===== config.mk =====
export PLATFORM = sky130hd
export DESIGN_NAME = telemetry_frame_receiver
export DESIGN_NICKNAME = d
export VERILOG_FILES = /design/src/sv/tfr_pkg.sv /design/src/sv/tfr_frame_collect.sv /design/src/sv/tfr_link.sv /design/src/sv/telemetry_frame_receiver.sv
export SDC_FILE = /design/constraint.sdc
export NUM_CORES = 1
export LEC_CHECK = 0
export ABC_AREA = 1
export BUFFER_PORTS_ARGS = -buffer_cell sky130_fd_sc_hd__buf_2
export CORE_ASPECT_RATIO = 1.75
export CORE_MARGIN = 5
export CORE_UTILIZATION = 50
export DETAILED_ROUTE_END_ITERATION = 10
export GPL_ROUTABILITY_DRIVEN = 0
export HOLD_SLACK_MARGIN = 0.08
export PLACE_DENSITY = 0.69
export SLEW_MARGIN = 20
export SYNTH_ARGS = -nofsm -noshare
export SYNTH_HDL_FRONTEND = slang
export SYNTH_SLANG_ARGS = --single-unit
export TNS_END_PERCENT = 100

===== constraint.sdc =====
create_clock -name i_clk -period 10.5 [get_ports i_clk]
set_input_delay 0 -clock i_clk [delete_from_list [all_inputs] [get_ports i_clk]]
set_output_delay 0 -clock i_clk [all_outputs]
set_load 0.05 [all_outputs]

===== src/sv/tfr_pkg.sv =====
// tfr_pkg: shared types and constants for the telemetry frame receiver.
// No dependencies; imported by every module of the block.
`timescale 1ns / 1ps
package tfr_pkg;

    localparam int FRAME_BYTES = 20;
    localparam int POS_W       = 5;
    localparam int TDATA_W     = 128;

    typedef enum logic [1:0] {
        KIND_GOOD       = 2'd0,
        KIND_FRAME_ERR  = 2'd1,
        KIND_CSUM_ERR   = 2'd2,
        KIND_DISCONNECT = 2'd3
    } t_kind;

    typedef enum logic [1:0] {
        CFG_START_MARKER = 2'd0,
        CFG_FRAME_ID     = 2'd1,
        CFG_END_MARKER   = 2'd2,
        CFG_TIMEOUT_MS   = 2'd3
    } t_cfg_idx;

    localparam logic [15:0] TIMEOUT_RESET = 16'd2000;
    localparam logic [15:0] QUIET_MAX     = 16'hFFFF;
    localparam logic signed [15:0] BATT_MAX = 16'sd1000;
    localparam logic [POS_W-1:0] POS_LAST = POS_W'(FRAME_BYTES - 1);
    localparam logic [POS_W-1:0] POS_CSUM_END = POS_W'(17);

    // completed frame handed from the collector to the link logic
    typedef struct packed {
        logic                             done;
        t_kind                            kind;
        logic [FRAME_BYTES-1:0][7:0]      bytes;   // index k = frame byte k
    } t_frame;

    // decoded fields, first member lands in the highest bits
    typedef struct packed {
        logic              link_up;
        logic [2:0]        status_bits;
        logic [7:0]        winding_temp;
        logic [7:0]        switch_temp;
        logic [7:0]        fault_value;
        logic signed [19:0] electrical_rpm;
        logic signed [15:0] supply_amps_tenths;
        logic signed [15:0] motor_amps_tenths;
        logic signed [15:0] voltage_tenths;
        logic [9:0]        battery_tenths;
        logic [14:0]       road_speed;
        t_kind             result_kind;
    } t_result;

    // result bits above the kind, carried on tdata
    localparam int RESULT_DATA_W = $bits(t_result) - $bits(t_kind);

endpackage


===== src/sv/tfr_frame_collect.sv =====
// tfr_frame_collect: start-byte hunt, 20-byte window, running XOR and frame check.
// Depends on tfr_pkg.
`timescale 1ns / 1ps
module tfr_frame_collect
    import tfr_pkg::*;
(
    input  logic        i_clk,
    input  logic        i_rst_n,
    input  logic        i_byte_step,     // a byte word is consumed this cycle
    input  logic [7:0]  i_byte,
    input  logic [7:0]  i_start_marker,
    input  logic [7:0]  i_frame_id,
    input  logic [7:0]  i_end_marker,
    output t_frame      o_frame
);

    logic                         r_hunting, n_hunting;
    logic [POS_W-1:0]             r_pos, n_pos;
    logic [7:0]                   r_xor, n_xor;
    logic [FRAME_BYTES-2:0][7:0]  r_win, n_win;   // newest byte at index 0

    logic [FRAME_BYTES-1:0][7:0]  frame_bytes;
    logic                         frame_done;

    always_comb begin
        for (int k = 0; k < FRAME_BYTES - 1; k++) begin
            frame_bytes[k] = r_win[FRAME_BYTES - 2 - k];
        end
        frame_bytes[FRAME_BYTES-1] = i_byte;
    end

    assign frame_done = i_byte_step && !r_hunting && (r_pos == POS_LAST);

    always_comb begin
        n_hunting = r_hunting;
        n_pos     = r_pos;
        n_xor     = r_xor;
        n_win     = r_win;
        if (i_byte_step) begin
            if (r_hunting) begin
                if (i_byte == i_start_marker) begin
                    n_hunting = 1'b0;
                    n_pos     = POS_W'(1);
                    n_xor     = '0;
                    n_win     = {r_win[FRAME_BYTES-3:0], i_byte};
                end
            end else if (r_pos == POS_LAST) begin
                n_hunting = 1'b1;
                n_pos     = '0;
            end else begin
                n_pos = r_pos + POS_W'(1);
                n_win = {r_win[FRAME_BYTES-3:0], i_byte};
                if (r_pos <= POS_CSUM_END) begin
                    n_xor = r_xor ^ i_byte;
                end
            end
        end
    end

    always_ff @(posedge i_clk) begin
        if (!i_rst_n) begin
            r_hunting <= 1'b1;
            r_pos     <= '0;
            r_xor     <= '0;
        end else begin
            r_hunting <= n_hunting;
            r_pos     <= n_pos;
            r_xor     <= n_xor;
        end
        r_win <= n_win;
    end

    always_comb begin
        o_frame.done  = frame_done;
        o_frame.bytes = frame_bytes;
        if (frame_bytes[0] != i_start_marker || frame_bytes[1] != i_frame_id ||
            frame_bytes[FRAME_BYTES-1] != i_end_marker) begin
            o_frame.kind = KIND_FRAME_ERR;
        end else if (r_xor != frame_bytes[FRAME_BYTES-2]) begin
            o_frame.kind = KIND_CSUM_ERR;
        end else begin
            o_frame.kind = KIND_GOOD;
        end
    end

endmodule


===== src/sv/tfr_link.sv =====
// tfr_link: field decode, last good record, quiet timer and connected flag.
// Depends on tfr_pkg; builds one result per frame or disconnect.
`timescale 1ns / 1ps
module tfr_link
    import tfr_pkg::*;
(
    input  logic        i_clk,
    input  logic        i_rst_n,
    input  logic        i_tick_step,     // a tick word is consumed this cycle
    input  t_frame      i_frame,
    input  logic [15:0] i_timeout_ms,
    output logic        o_res_valid,
    output t_result     o_res
);

    t_result            r_rec, n_rec;     // link_up and kind members unused
    logic [15:0]        r_quiet, n_quiet;
    logic               r_conn, n_conn;

    logic [15:0]        quiet_inc;
    t_result            dec;
    logic signed [15:0] spd_raw, bat_raw, erpm_raw;

    function automatic logic signed [15:0] be16(input logic [7:0] hi, input logic [7:0] lo);
        return {hi, lo};
    endfunction

    assign quiet_inc = (r_quiet < QUIET_MAX) ? r_quiet + 16'd1 : r_quiet;

    always_comb begin
        spd_raw  = be16(i_frame.bytes[2],  i_frame.bytes[3]);
        bat_raw  = be16(i_frame.bytes[4],  i_frame.bytes[5]);
        erpm_raw = be16(i_frame.bytes[12], i_frame.bytes[13]);
        dec = '0;
        dec.result_kind        = KIND_GOOD;
        dec.link_up            = 1'b1;
        dec.road_speed         = spd_raw[15] ? '0 : spd_raw[14:0];
        if (bat_raw[15]) begin
            dec.battery_tenths = '0;
        end else if (bat_raw > BATT_MAX) begin
            dec.battery_tenths = BATT_MAX[9:0];
        end else begin
            dec.battery_tenths = bat_raw[9:0];
        end
        dec.voltage_tenths     = be16(i_frame.bytes[6],  i_frame.bytes[7]);
        dec.motor_amps_tenths  = be16(i_frame.bytes[8],  i_frame.bytes[9]);
        dec.supply_amps_tenths = be16(i_frame.bytes[10], i_frame.bytes[11]);
        // x10 as x8 + x2
        dec.electrical_rpm     = (20'(erpm_raw) <<< 3) + (20'(erpm_raw) <<< 1);
        dec.fault_value        = i_frame.bytes[14];
        dec.switch_temp        = i_frame.bytes[15];
        dec.winding_temp       = i_frame.bytes[16];
        dec.status_bits        = i_frame.bytes[17][2:0];
    end

    always_comb begin
        n_rec       = r_rec;
        n_quiet     = r_quiet;
        n_conn      = r_conn;
        o_res_valid = 1'b0;
        o_res       = '0;
        o_res.result_kind = KIND_GOOD;
        if (i_tick_step) begin
            n_quiet = quiet_inc;
            if (r_conn && quiet_inc > i_timeout_ms) begin
                n_conn            = 1'b0;
                o_res_valid       = 1'b1;
                o_res             = r_rec;
                o_res.result_kind = KIND_DISCONNECT;
                o_res.road_speed  = '0;
                o_res.link_up     = 1'b0;
            end
        end else if (i_frame.done) begin
            o_res_valid = 1'b1;
            if (i_frame.kind == KIND_GOOD) begin
                n_rec   = dec;
                n_conn  = 1'b1;
                n_quiet = '0;
                o_res   = dec;
            end else begin
                o_res.result_kind = i_frame.kind;
                o_res.link_up     = r_conn;
            end
        end
    end

    always_ff @(posedge i_clk) begin
        if (!i_rst_n) begin
            r_rec   <= '0;
            r_quiet <= '0;
            r_conn  <= 1'b0;
        end else begin
            r_rec   <= n_rec;
            r_quiet <= n_quiet;
            r_conn  <= n_conn;
        end
    end

endmodule


===== src/sv/telemetry_frame_receiver.sv =====
// telemetry_frame_receiver: top level, input word register, config registers,
// result register. Depends on tfr_pkg, tfr_frame_collect, tfr_link.
//
//  channel    | direction | handshake             | payload
//  -----------+-----------+-----------------------+-------------------------------
//  s_axis     | in        | tvalid / tready       | tdata rx_data, tuser req_type
//  m_axis     | out       | tvalid / tready       | tdata decoded fields (128 bits),
//             |           |                       | tuser result_kind
//  cfg        | in        | we, no wait           | idx 0..3, wdata 16 bits
//
// One word per cycle sustained while m_axis does not stall. A word is held in the
// input register, then its result (if any) is registered in the output register,
// which drives tvalid. Synchronous active-low reset; no clearing pass,
// ready right after reset. A stalled output register holds the input register;
// s_axis tready drops only while the input register is full and m_axis is stalled.
`timescale 1ns / 1ps
module telemetry_frame_receiver
    import tfr_pkg::*;
(
    input  logic               i_clk,
    input  logic               i_rst_n,
    input  logic               i_s_axis_tvalid,
    output logic               o_s_axis_tready,
    input  logic [7:0]         i_s_axis_tdata,   // [7:0] rx_data
    input  logic [0:0]         i_s_axis_tuser,   // [0] req_type
    output logic               o_m_axis_tvalid,
    input  logic               i_m_axis_tready,
    // [14:0] road_speed, [24:15] battery_tenths, [40:25] voltage_tenths,
    // [56:41] motor_amps_tenths, [72:57] supply_amps_tenths, [92:73] electrical_rpm,
    // [100:93] fault_value, [108:101] switch_temp, [116:109] winding_temp,
    // [119:117] status_bits, [120] link_up, rest zero
    output logic [TDATA_W-1:0] o_m_axis_tdata,
    output logic [1:0]         o_m_axis_tuser,   // [1:0] result_kind
    input  logic               i_cfg_we,
    input  logic [1:0]         i_cfg_idx,
    input  logic [15:0]        i_cfg_wdata
);

    logic [7:0]  r_start_marker, r_frame_id, r_end_marker;
    logic [15:0] r_timeout_ms;

    logic        r_in_valid;
    logic        r_in_tick;
    logic [7:0]  r_in_byte;

    logic        r_out_valid;
    t_result     r_out;

    logic        out_free;
    logic        step;
    t_frame      frame;
    logic        res_valid;
    t_result     res;

    assign out_free        = !r_out_valid || i_m_axis_tready;
    assign step            = r_in_valid && out_free;
    assign o_s_axis_tready = !r_in_valid || out_free;

    always_ff @(posedge i_clk) begin
        if (!i_rst_n) begin
            r_start_marker <= '0;
            r_frame_id     <= '0;
            r_end_marker   <= '0;
            r_timeout_ms   <= TIMEOUT_RESET;
        end else if (i_cfg_we) begin
            case (t_cfg_idx'(i_cfg_idx))
                CFG_START_MARKER: r_start_marker <= i_cfg_wdata[7:0];
                CFG_FRAME_ID:     r_frame_id     <= i_cfg_wdata[7:0];
                CFG_END_MARKER:   r_end_marker   <= i_cfg_wdata[7:0];
                CFG_TIMEOUT_MS:   r_timeout_ms   <= i_cfg_wdata;
                default: ;
            endcase
        end
    end

    always_ff @(posedge i_clk) begin
        if (!i_rst_n) begin
            r_in_valid <= 1'b0;
        end else if (o_s_axis_tready) begin
            r_in_valid <= i_s_axis_tvalid;
        end
        if (o_s_axis_tready && i_s_axis_tvalid) begin
            r_in_tick <= i_s_axis_tuser[0];
            r_in_byte <= i_s_axis_tdata;
        end
    end

    tfr_frame_collect u_collect (
        .i_clk          (i_clk),
        .i_rst_n        (i_rst_n),
        .i_byte_step    (step && !r_in_tick),
        .i_byte         (r_in_byte),
        .i_start_marker (r_start_marker),
        .i_frame_id     (r_frame_id),
        .i_end_marker   (r_end_marker),
        .o_frame        (frame)
    );

    tfr_link u_link (
        .i_clk        (i_clk),
        .i_rst_n      (i_rst_n),
        .i_tick_step  (step && r_in_tick),
        .i_frame      (frame),
        .i_timeout_ms (r_timeout_ms),
        .o_res_valid  (res_valid),
        .o_res        (res)
    );

    always_ff @(posedge i_clk) begin
        if (!i_rst_n) begin
            r_out_valid <= 1'b0;
        end else if (out_free) begin
            r_out_valid <= step && res_valid;
        end
        if (out_free && step && res_valid) begin
            r_out <= res;
        end
    end

    assign o_m_axis_tvalid = r_out_valid;
    assign o_m_axis_tuser  = r_out.result_kind;
    assign o_m_axis_tdata  = {(TDATA_W - RESULT_DATA_W)'(0),
                              r_out[$bits(t_result)-1:$bits(t_kind)]};

endmodule


==> flow_summary.yaml, run 1 <==
outcome:
  status: "completed"
floorplan:
  floorplan.initialDensity: 0.5046
  floorplan.rows: 94
  core_region_area_um2: 37520
  chipHeight_um: 267.4
  die_width_um: 157.1
  io_pins: 164
  design.die.area_um2: 42010
timing:
  period_needed_ns: 5.284
  grt_setup_unrepaired: "false"
  timing_max_transition_violations_final: 0
  setup-tns-final_ns: 0
  worst-slew-pin-transition_ns: 1.122
  setup_ws_ns: 5.216
  worst_slew_margin_rel: 0.2519
  achievable-frequency_mhz: 189.3
  clock_skew_ns: 0.02604
  hold_viol: 0
  setup-violations-final: 0
  period_share: 0.5032
route:
  drt-vias-per-instance: 5.331
  routed_wirelength_mm: 43.68
  dr.pass1.iters: 6
  postRouteAntennaNets: 0
  initial_drt_markers: 856
  post_drt_wl_per_cell_um: 16.87
  dr_total_vias: 13800
  drc_errors: 0
finish:
  drive_above_1_share: 0.1242
  final-instance-count-excl-fill: 2589
  flow.area_growth_from_synthesis_pct: 15.89
  finish.utilization: 0.5848
  fillers: 3100
  antennaDiodeCount: 0
  finish.net_count: 2144
clock_network:
  htreeDepth: 2
  worst_skew_pair.late_latency_ns: 0.56
  cts.sinks: 460
  cts_made_buffers: 40
  max-clock-path-buffers: 3
  worst_setup_hold_path_clk_slew_ns: 0.06
  ctsRootBufferMaster: "sky130_fd_sc_hd__clkbuf_16"
  cts_tree: "built"
  cts.repair.resized: 0
grt:
  groute.layer.met1.usage: 0.2484
  use_met2: 0.3661
  grt_pass1_vias: 13340
  grt_start_max_net_pins: 107
  use_met3: 0.02474
  globalRouteTotalUtil: 0.2052
  grt_pass1_wl_mm: 69.30
  grt_busiest_layer: "met2"
  grt-ovfl-total: 0
  initial_antenna_violation_count: 0
power_and_ir_drop:
  power_leakage_nw: 8.283
  p_total_w: 0.003589
  total_power_per_unit_cell_area_nw_per_um2: 163.6
  irDropWorstVdd_mv: 0.1440
yosys:
  mappedNetlistArea_um2: 18930
  netlist-cell-type-count: 37
  cells_after_synth: 1910
  synth_warnings: 0
  synth-seq-area-share: 0.6360
  synth-seq-cells: 460
  synth_area_per_cell_um2: 9.913
critical_path:
  critPathArrivalTime_ns: 5.45
  worstSetupStartpointType: "register"
  critical_path_capture_point_type: "register"
  worstPathRequired_ns: 10.66
  critical_path_peak_fanout: 106
  crit_type: "register to register"
placement:
  dpl_worst_slack_ns: 4.883
  place_hpwl_mm: 28.70
  placed_cells: 2465
  io_buffers: 155
flow_run:
  maxCapViolations: 0
worst_hold_path:
  holdCritPathClass: "primary input to register"
==> where the power goes <==
| part | internal [W] | total (W) | switching, W |
|---|---|---|---|
| Combinational | 0.0000353 | 0.0000886 | 0.0000532 |
| Sequential | 0.00191 | 0.00192 | 0.0000125 |
| Clock | 0.000919 | 0.00158 | 0.000661 |
| Total | 0.00286 | 0.00359 | 0.000727 |
==> cell usage after synthesis <==
library cell               instances  share of area
sky130_fd_sc_hd__fa_1              1         0.0011
sky130_fd_sc_hd__buf_1             9         0.0018
sky130_fd_sc_hd__clkinv_1          1        0.00020
sky130_fd_sc_hd__a31oi_1           1        0.00033
sky130_fd_sc_hd__nand3_2           1        0.00053
sky130_fd_sc_hd__and2_1            3        0.00099
sky130_fd_sc_hd__xor2_1           11         0.0051
sky130_fd_sc_hd__nand3b_1         10         0.0040
sky130_fd_sc_hd__nor3b_1           3         0.0012
sky130_fd_sc_hd__a21o_1            1        0.00040
sky130_fd_sc_hd__nand4_1          27         0.0089
sky130_fd_sc_hd__o21bai_1          2        0.00079
sky130_fd_sc_hd__nor2_4            1        0.00059
sky130_fd_sc_hd__nand3_1         252          0.067
sky130_fd_sc_hd__o21ai_0          52          0.014
sky130_fd_sc_hd__nor3_1            6         0.0016
sky130_fd_sc_hd__edfxtp_1        283           0.45
sky130_fd_sc_hd__o21a_1            3         0.0012
sky130_fd_sc_hd__conb_1            1        0.00020
sky130_fd_sc_hd__o211ai_1          2        0.00079
sky130_fd_sc_hd__nand2_1         460          0.091
sky130_fd_sc_hd__ha_1             34          0.022
sky130_fd_sc_hd__nor2_1           96          0.019
sky130_fd_sc_hd__a21oi_1         181          0.048
sky130_fd_sc_hd__or2_2             5         0.0017
sky130_fd_sc_hd__or2_1             1        0.00033
sky130_fd_sc_hd__xnor2_1          29          0.013
sky130_fd_sc_hd__buf_2            17         0.0045
sky130_fd_sc_hd__clkbuf_1         52          0.010
sky130_fd_sc_hd__a21boi_0          1        0.00040
sky130_fd_sc_hd__nor2_2           13         0.0043
sky130_fd_sc_hd__inv_2             6         0.0012
sky130_fd_sc_hd__buf_4            18         0.0071
sky130_fd_sc_hd__nand2_2           1        0.00033
sky130_fd_sc_hd__inv_1           148          0.029
sky130_fd_sc_hd__dfxtp_1         177           0.19
sky130_fd_sc_hd__buf_6             1        0.00059
==> routing by layer <==
layer,vias up,part of all wire
li1,6765,-
met1,6541,0.38
met2,408,0.52
met3,88,0.051
met4,0,0.043
met5,-,0
==> through the flow <==
stage / hold WS (ns) / instance area (um2)
5_1_grt: 0.1603 / 21940
6_report: 0.1174 / 21940
3_5_place_dp: 0.1781 / 20020
2_1_floorplan: 0.09887 / 18960
3_3_place_gp: 0.1776 / 19980
4_1_cts: 0.08529 / 21940
==> worst max-delay path, cell delays in order (launching register included) <==
cell                      delay, ns
sky130_fd_sc_hd__dfxtp_1       0.40
sky130_fd_sc_hd__ha_1          0.19
sky130_fd_sc_hd__nand2_1       0.09
sky130_fd_sc_hd__nor3_1        0.48
sky130_fd_sc_hd__nand3_1       0.26
sky130_fd_sc_hd__o21ai_0       0.22
sky130_fd_sc_hd__nand3_1       0.12
sky130_fd_sc_hd__ha_1          0.29
sky130_fd_sc_hd__nand2_1       0.05
sky130_fd_sc_hd__nor2_1        0.15
sky130_fd_sc_hd__nand2_1       0.10
sky130_fd_sc_hd__inv_1         0.06
sky130_fd_sc_hd__nand2_1       0.07
sky130_fd_sc_hd__nand2_4       0.06
sky130_fd_sc_hd__buf_6         0.64
sky130_fd_sc_hd__nand2_1       0.25
sky130_fd_sc_hd__nand2_4       0.51
sky130_fd_sc_hd__buf_4         0.86
==> timing repair <==
| action | in CTS | in global routing |
|---|---|---|
| hold buffers | 50 | 0 |
| endpoints found under the hold margin | 66 | 0 |
| setup buffers | 0 | 0 |
==> cells by family after synthesis <==
kind of cell / count (synthesis) / synth area share
AOI/OAI and AO/OA: 243 / 0.06549
xor gates and xnor gates: 40 / 0.01850
adders and majority gates: 35 / 0.02353
buffers and inverters: 252 / 0.05505
DFF: 460 / 0.6360
other: 1 / 0.0001981
and+or+nand+nor: 879 / 0.2012
==> flip-flops by register name, summed over array words and instances, names as in the netlist, 16 cells and up <==
name               flops
o_m_axis_tdata       120
r_timeout_ms          16
u_collect.o_frame    152
u_link.r_quiet        16
u_link.r_rec         104
==> final timing paths <==
check	cells after the start	slack, ns	from	end
setup / recovery	17	5.22	u_link.r_quiet[1]$_SDFFE_PN0P_	o_m_axis_tdata[112]$_DFFE_PP_
hold / removal	4	0.12	i_cfg_idx[0]	r_end_marker[5]$_SDFFE_PN0P_
setup reg to reg	17	5.22	u_link.r_quiet[1]$_SDFFE_PN0P_	o_m_axis_tdata[112]$_DFFE_PP_
hold reg to reg	0	0.42	u_collect.o_frame[143]$_DFFE_PP_	u_collect.o_frame[135]$_DFFE_PP_
==> area by class of cell <==
cell class / count / area (um2) / area share
multi-input combinational: 1205 / 5911 / 0.2694
timing repair buffer: 215 / 1380 / 0.06290
tap: 480 / 600.6 / 0.02737
clock inverter: 21 / 320.3 / 0.01460
clock buffer: 53 / 1100 / 0.05012
sequential: 460 / 12040 / 0.5488
inverter: 155 / 589.3 / 0.02686
==> cell usage in the layout, fill, tap and decap left out, drive strengths merged <==
| cell type | count |
|---|---|
| fa | 1 |
| clkbuf | 53 |
| a31oi | 1 |
| buf | 165 |
| nand3 | 253 |
| xnor2 | 29 |
| nand2 | 461 |
| o21ai | 52 |
| nor2 | 110 |
| clkinv | 11 |
| clkinvlp | 3 |
| dfxtp | 177 |
| o211ai | 2 |
| and2 | 3 |
| ha | 34 |
| dlygate4sd3 | 50 |
| a21boi | 1 |
| nor3b | 3 |
| o21bai | 2 |
| nor3 | 6 |
| nand3b | 10 |
| or2 | 6 |
| conb | 8 |
| a21o | 1 |
| xor2 | 11 |
| edfxtp | 283 |
| a21oi | 181 |
| o21a | 3 |
| nand4 | 27 |
| inv | 155 |
| bufinv | 7 |
Power figures use the tool's default switching activity.
==> inputs of run 2 (changes only) <==
clock period = 5.5 ns   (was 10.5 ns; I/O delays follow)
==> flow_summary.yaml, run 2 (same netlist as run 1, synthesis figures left out) <==
timing:
  worst_slew_margin_rel: 0.2736
  worst-slew-pin-transition_ns: 1.090
  timing_max_transition_violations_final: 0
  hold_viol: 0
  grt_setup_unrepaired: "false"
  setup-violations-final: 0
  clock_skew_ns: 0.02655
  period_needed_ns: 4.382
  period_share: 0.7967
  setup_ws_ns: 1.118
  achievable-frequency_mhz: 228.2
  setup-tns-final_ns: 0
route:
  drc_errors: 0
  initial_drt_markers: 806
  dr_total_vias: 13930
  drt-vias-per-instance: 5.373
  postRouteAntennaNets: 0
  dr.pass1.iters: 5
  routed_wirelength_mm: 44.22
  post_drt_wl_per_cell_um: 17.05
clock_network:
  cts_tree: "built"
  max-clock-path-buffers: 3
  htreeDepth: 2
  cts_setup_buffers: 0
  worst_setup_hold_path_clk_slew_ns: 0.07
  worst_skew_pair.late_latency_ns: 0.56
  cts.sinks: 460
  cts_made_buffers: 40
  ctsRootBufferMaster: "sky130_fd_sc_hd__clkbuf_16"
grt:
  initial_antenna_violation_count: 0
  grt-ovfl-total: 0
  grt_pass1_wl_mm: 69.88
  grt_pass1_vias: 13620
  grt_start_max_net_pins: 107
  globalRouteTotalUtil: 0.2081
critical_path:
  worstReg2RegStart: "u_link.r_quiet[1]$_SDFFE_PN0P_"
  critical_path_capture_point_type: "register"
  cp-startpoint: "u_link.r_quiet[1]$_SDFFE_PN0P_"
  worstSetupStartpointType: "register"
  worstPathRequired_ns: 5.71
  crit_type: "register to register"
  critPathArrivalTime_ns: 4.59
  r2r_setup_slack_ns: 1.12
  critical_path_peak_fanout: 72
floorplan:
  io_pins: 164
  die_width_um: 157.1
  core_region_area_um2: 37520
  floorplan.initialDensity: 0.5046
  design.die.area_um2: 42010
  chipHeight_um: 267.4
  floorplan.rows: 94
worst_hold_path:
  hold_start: "i_cfg_idx[0]"
  holdCritPathClass: "primary input to register"
power_and_ir_drop:
  power_leakage_nw: 8.282
  p_total_w: 0.006798
  irDropWorstVdd_mv: 0.2855
  total_power_per_unit_cell_area_nw_per_um2: 309.9
placement:
  place_hpwl_mm: 28.44
  io_buffers: 155
  dpl_worst_slack_ns: 1.109
finish:
  layout.cells.most_common: "sky130_fd_sc_hd__nand2_1"
  commonest_cells_after_routing_fill_and_taps_aside: "sky130_fd_sc_hd__nand2_1 (458), sky130_fd_sc_hd__edfxtp_1 (283), sky130_fd_sc_hd__nand3_1 (252), sky130_fd_sc_hd__a21oi_1 (181), sky130_fd_sc_hd__dfxtp_1 (177)"
  antennaDiodeCount: 0
  largest_register_ffs: 152
  finish.net_count: 2148
  drive_above_1_share: 0.1230
  fillers: 3109
  flow.area_growth_from_synthesis_pct: 15.85
flow_run:
  maxCapViolations: 0
outcome:
  status: "completed"
-- run 2: cell types whose count changed in the layout (fill, tap and decap cells not counted), moves of 3 or more --
cell                            change
sky130_fd_sc_hd__clkinv_1           +6
sky130_fd_sc_hd__dlygate4sd3_1      +4
sky130_fd_sc_hd__clkbuf_8           -4
sky130_fd_sc_hd__clkbuf_1           -4
sky130_fd_sc_hd__buf_6              +3
-- run 2: power breakdown --
| group | switching, W | total (W) | internal (W) | leakage [nW] |
|---|---|---|---|---|
| clock | 0.00126 | 0.00296 | 0.00170 | 0.668 |
| combinational | 0.000103 | 0.000172 | 0.0000691 | 3.89 |
| sequential | 0.0000216 | 0.00366 | 0.00364 | 3.72 |
-- run 2: final cells by class --
cell class	instances	area (um2)	area share
Clock buffer	45	1030	0.04695
Clock inverter	29	356.6	0.01626
Sequential cell	460	12040	0.5490
Multi-Input combinational cell	1205	5911	0.2695
Inverter	155	589.3	0.02687
Tap cell	480	600.6	0.02738
Timing Repair Buffer	219	1406	0.06412
-- run 2: metal layers --
metal  vias up  routed length, um  global-route usage  share of wire
met1      6641              16850              0.2498           0.38
met2       407              23480              0.3756           0.53
met5         -                  0                   0              0
li1       6776                  -                   -              -
met3       109               2144             0.02603          0.048
met4         0               1746             0.08564          0.039
-- run 2: worst paths after layout --
path | depth (start not counted) | end
max | 15 | o_m_axis_tdata[43]$_DFFE_PP_
min | 4 | r_start_marker[7]$_SDFFE_PN0P_
max reg2reg | 15 | o_m_axis_tdata[43]$_DFFE_PP_
min reg2reg | 0 | u_collect.o_frame[134]$_DFFE_PP_
-- run 2: worst max-delay path: stages (launching register included) --
cell and delay, ns:
sky130_fd_sc_hd__dfxtp_1 0.41, sky130_fd_sc_hd__ha_1 0.20, sky130_fd_sc_hd__nand2_1 0.09, sky130_fd_sc_hd__nor3_1 0.39
sky130_fd_sc_hd__nand3_1 0.24, sky130_fd_sc_hd__o21ai_0 0.26, sky130_fd_sc_hd__nand3_1 0.14, sky130_fd_sc_hd__ha_1 0.31
sky130_fd_sc_hd__nand2_1 0.08, sky130_fd_sc_hd__nor2_1 0.06, sky130_fd_sc_hd__nand2_1 0.11, sky130_fd_sc_hd__o21ai_0 0.15
sky130_fd_sc_hd__nor2_4 0.20, sky130_fd_sc_hd__nand2_1 0.15, sky130_fd_sc_hd__nand2_4 0.70, sky130_fd_sc_hd__buf_4 0.53
-- run 2: what timing repair did --
action                                 CTS  global route
hold buffers                            54             0
endpoints found under the hold margin   61             0
gates resized for setup                  0             0
-- run 2: metrics by stage --
step | util | cells | hold WS (ns) | area, um2
after floorplan | - | 1917 | 0.09887 | 18960
after global placement | 0.5329 | 2465 | 0.1782 | 19990
after detailed placement | 0.5329 | 2465 | 0.1781 | 19990
after CTS | 0.5842 | 2593 | 0.09953 | 21920
after global routing | 0.5846 | 2593 | 0.1615 | 21930
final | 0.5846 | 2593 | 0.1098 | 21930
